$ cat src/rtl/ctr_ram.sv
// Generic simple dual-port RAM with one write port and a registered read port.
module ctr_ram #(
	parameter int WIDTH = 32,
	parameter int DEPTH = 32
) (
	input  logic                     clk,
	input  logic                     we,
	input  logic [$clog2(DEPTH)-1:0] waddr,
	input  logic [WIDTH-1:0]         wdata,
	input  logic [$clog2(DEPTH)-1:0] raddr,
	output logic [WIDTH-1:0]         rdata
);

	logic [WIDTH-1:0] mem [DEPTH];

	always_ff @(posedge clk) begin
		if (we) begin
			mem[waddr] <= wdata;
		end
		rdata <= mem[raddr];
	end

endmodule

$ cat config.mk
export PLATFORM = sky130hd
export DESIGN_NAME = ctr_ram
export DESIGN_NICKNAME = d
export VERILOG_FILES = /design/src/rtl/ctr_ram.sv
export SDC_FILE = /design/constraint.sdc
export NUM_CORES = 1
export LEC_CHECK = 0
export BUFFER_PORTS_ARGS = -buffer_cell sky130_fd_sc_hd__buf_2
export CAP_MARGIN = 0
export CORE_MARGIN = 2
export CORE_UTILIZATION = 47
export CTS_CLUSTER_DIAMETER = 80
export DETAILED_ROUTE_END_ITERATION = 12
export GPL_TIMING_DRIVEN = 0
export PLACE_DENSITY = 0.67
export SYNTH_ARGS = -nofsm -noshare
export SYNTH_HDL_FRONTEND = slang
export SYNTH_SLANG_ARGS = --single-unit
$ cat constraint.sdc
create_clock -name clk -period 3.9 [get_ports clk]
set_input_delay 0.78 -clock clk [delete_from_list [all_inputs] [get_ports clk]]
set_output_delay 0.78 -clock clk [all_outputs]
set_load 0.1 [all_outputs]
==> run summary <==
status - completed
Synth async-reset ratio - 0%
antenna viol nets, final - 0
share of cells above drive strength 1 - 14.3%
Final Critical Period - 2580 ps
IO Count - 76
H-tree depth - 3
area grow syn2layout - 14.8%
area of the core - 85300 um^2
Worst setup SP type - input port
global placement routability congestion - 0.843
Ys Warns - 0
dpl ws - 728 ps
drt wl/cell - 26.1 um
top cell type's share of synthesized area - 76.0%
Mean Syn Cell Area - 17.9 um^2
Final TNS setup - 0 ps
leading area contributor after synthesis - edfxtp_1
Root Driver - clkbuf_16
fillers - 6553
register bit count reported by yosys - 1056
drt initial violations - 2168
Hold WC Path Type - reg2reg
GRT Residual Overflow - 0
fin crit share - 66.1%
max-slew violation total from the final report - 0
Final Hold Vio Count - 0
die area - 88500 um^2
worst hold slack - 612 ps
Post-CTS Resized - 0
Die Wd - 297 um
Setup crit end kind - flop
vias in the first global route - 21400
Die Height - 297 um
DRC - 0
post-detail-place hpwl - 62900 um
Final WS setup - 1320 ps
ranking of synthesized cells by area - edfxtp_1 76%, mux2i_1 13%, a22oi_1 1.8%, dfxtp_1 1.6%, a22o_1 1.4%
CTS tree - built
Crit path required time - 4350 ps
overall power - 23.8 mW
Rel. slew slack - 24.5%
largest fanout on the critical path - 10
Syn Inst Count - 2260
Post-synth EDFFs - 1024
ys flop type - edfxtp_1
# rows - 107
initial core utilization - 47.5%
number of max-cap violations - 0
hold_buf cts - 0
post-CTS setup buffer count - 0
Worst-Margin Slew - 1130 ps
maximum VDD drop - 0.328 mV
Power Density - 513 nW/um^2
Arrival @ worst endpoint - 3030 ps
post-synth net total - 2304
WL final - 96500 um
CTS Buf Count - 102
Yosys cell types - 25
FMAX - 388 MHz
register area share after synthesis - 77.5%
Clock Skews - 17.2 ps
RSZ-0062 raised after global routing - no
Max Buffers Root-to-Sink - 3
pin count of the biggest net entering global routing - 33
final-stage net count - 2514
critical path class - in2reg
final setup fails - 0
worst skew pair latency - 660 ps
Clock Sink Count - 1056
Mapped Area - 40500 um^2
vias - 21300
clock-pin slew on the worst setup and hold paths - 60 ps
input/output buffers - 74
Vias/cell - 5.77
first-pass GRT wire length - 140000 um
Pre-Repair DR Iteration Count - 5
initial antenna violation count - 3
Static Leakage - 16.2 nW
Total GRT Usage - 21.5%
==> path summary, 6_finish.rpt <==
kind	to	slack [ps]	depth (start not counted)	from
max reg2reg	rdata[11]$_DFF_P_	2170	5	mem[5][11]$_DFFE_PP_
min	rdata[27]$_DFF_P_	610	4	mem[10][27]$_DFFE_PP_
max	rdata[11]$_DFF_P_	1320	8	raddr[1]
min reg2reg	rdata[27]$_DFF_P_	610	4	mem[10][27]$_DFFE_PP_
==> registers in the layout, indices dropped and copies added (netlist names) <==
| signal | count |
|---|---|
| rdata | 32 |
| mem | 1024 |
==> power breakdown <==
group / total, mW / leakage, nW / internal [mW] / switching [mW]
Sequential: 12.7 / 9.49 / 12.6 / 0.0426
Clock: 9.58 / 1.60 / 5.52 / 4.05
Combinational: 1.59 / 5.09 / 0.406 / 1.18
==> cell type report <==
type / count / area, um^2 / share of cell area, %
Sequential cell: 1056 / 31400 / 67.5
Multi-Input combinational cell: 1077 / 8580 / 18.5
Clock buffer: 136 / 2820 / 6.08
Tap cell: 1144 / 1430 / 3.08
Timing Repair Buffer: 106 / 1070 / 2.30
Buffer: 127 / 753 / 1.62
Clock inverter: 49 / 415 / 0.894
Antenna cell: 3 / 7.51 / 0.0162
==> metrics by stage <==
step | utilization [%] | instance area (um^2) | cells
finish | 54.5 | 46500 | 3698
global route | 54.5 | 46500 | 3696
CTS | 54.5 | 46500 | 3695
detailed placement | 50.7 | 43200 | 3510
global placement | 49.6 | 42300 | 3478
floorplan | - | 40500 | 2260
==> routing by layer <==
| layer | track usage [%] | wire (um) | vias up |
|---|---|---|---|
| li1 | - | - | 9410 |
| met1 | 28.7 | 39500 | 10900 |
| met2 | 36.3 | 47900 | 822 |
| met3 | 3.60 | 6830 | 159 |
| met4 | 6.45 | 2210 | 4 |
| met5 | 0 | 27 | - |
==> critical path: stages <==
cell and delay, ps:
buf_2 130, nor2_1 140, buf_2 310, buf_2 410, buf_2 370, nand2_1 100
a31oi_1 450, nand3_1 310
==> cells in the final DEF (no fill, tap or decap), types with 7 or more instances in the layout <==
cell | Yosys | layout
nand3_1 | 98 | 98
a21oi_1 | 96 | 96
mux2i_1 | 512 | 512
clkinv_2 | 0 | 23
buf_12 | 0 | 24
buf_16 | 0 | 8
dfxtp_1 | 32 | 32
clkbuf_16 | 0 | 105
a22o_1 | 64 | 64
buf_6 | 15 | 15
bufinv_16 | 0 | 7
clkbuf_8 | 0 | 8
a22oi_1 | 96 | 96
nor2_4 | 0 | 32
nor3_1 | 32 | 32
buf_4 | 33 | 33
clkinv_1 | 0 | 16
buf_2 | 26 | 100
nand2_1 | 98 | 98
a31oi_1 | 32 | 32
edfxtp_1 | 1024 | 1024
clkbuf_1 | 46 | 69
==> cells in the mapped netlist, types with 26 or more instances <==
library cell     n
edfxtp_1      1024
mux2i_1        512
nand2_1         98
nand3_1         98
a21oi_1         96
a22oi_1         96
a22o_1          64
clkbuf_1        46
nor2_1          34
buf_4           33
a31oi_1         32
dfxtp_1         32
nor3_1          32
buf_2           26
==> kinds of logic (layout without fill, tap and decap cells) <==
logic type	count (synthesis)	in the layout	synth area share (%)
other cells	0	3	0
simple gates	277	277	3.10
compound gates	288	288	4.85
buf+inv	127	418	1.86
mux	512	512	12.7
flops	1056	1056	77.5
Power figures use the tool's default switching activity.
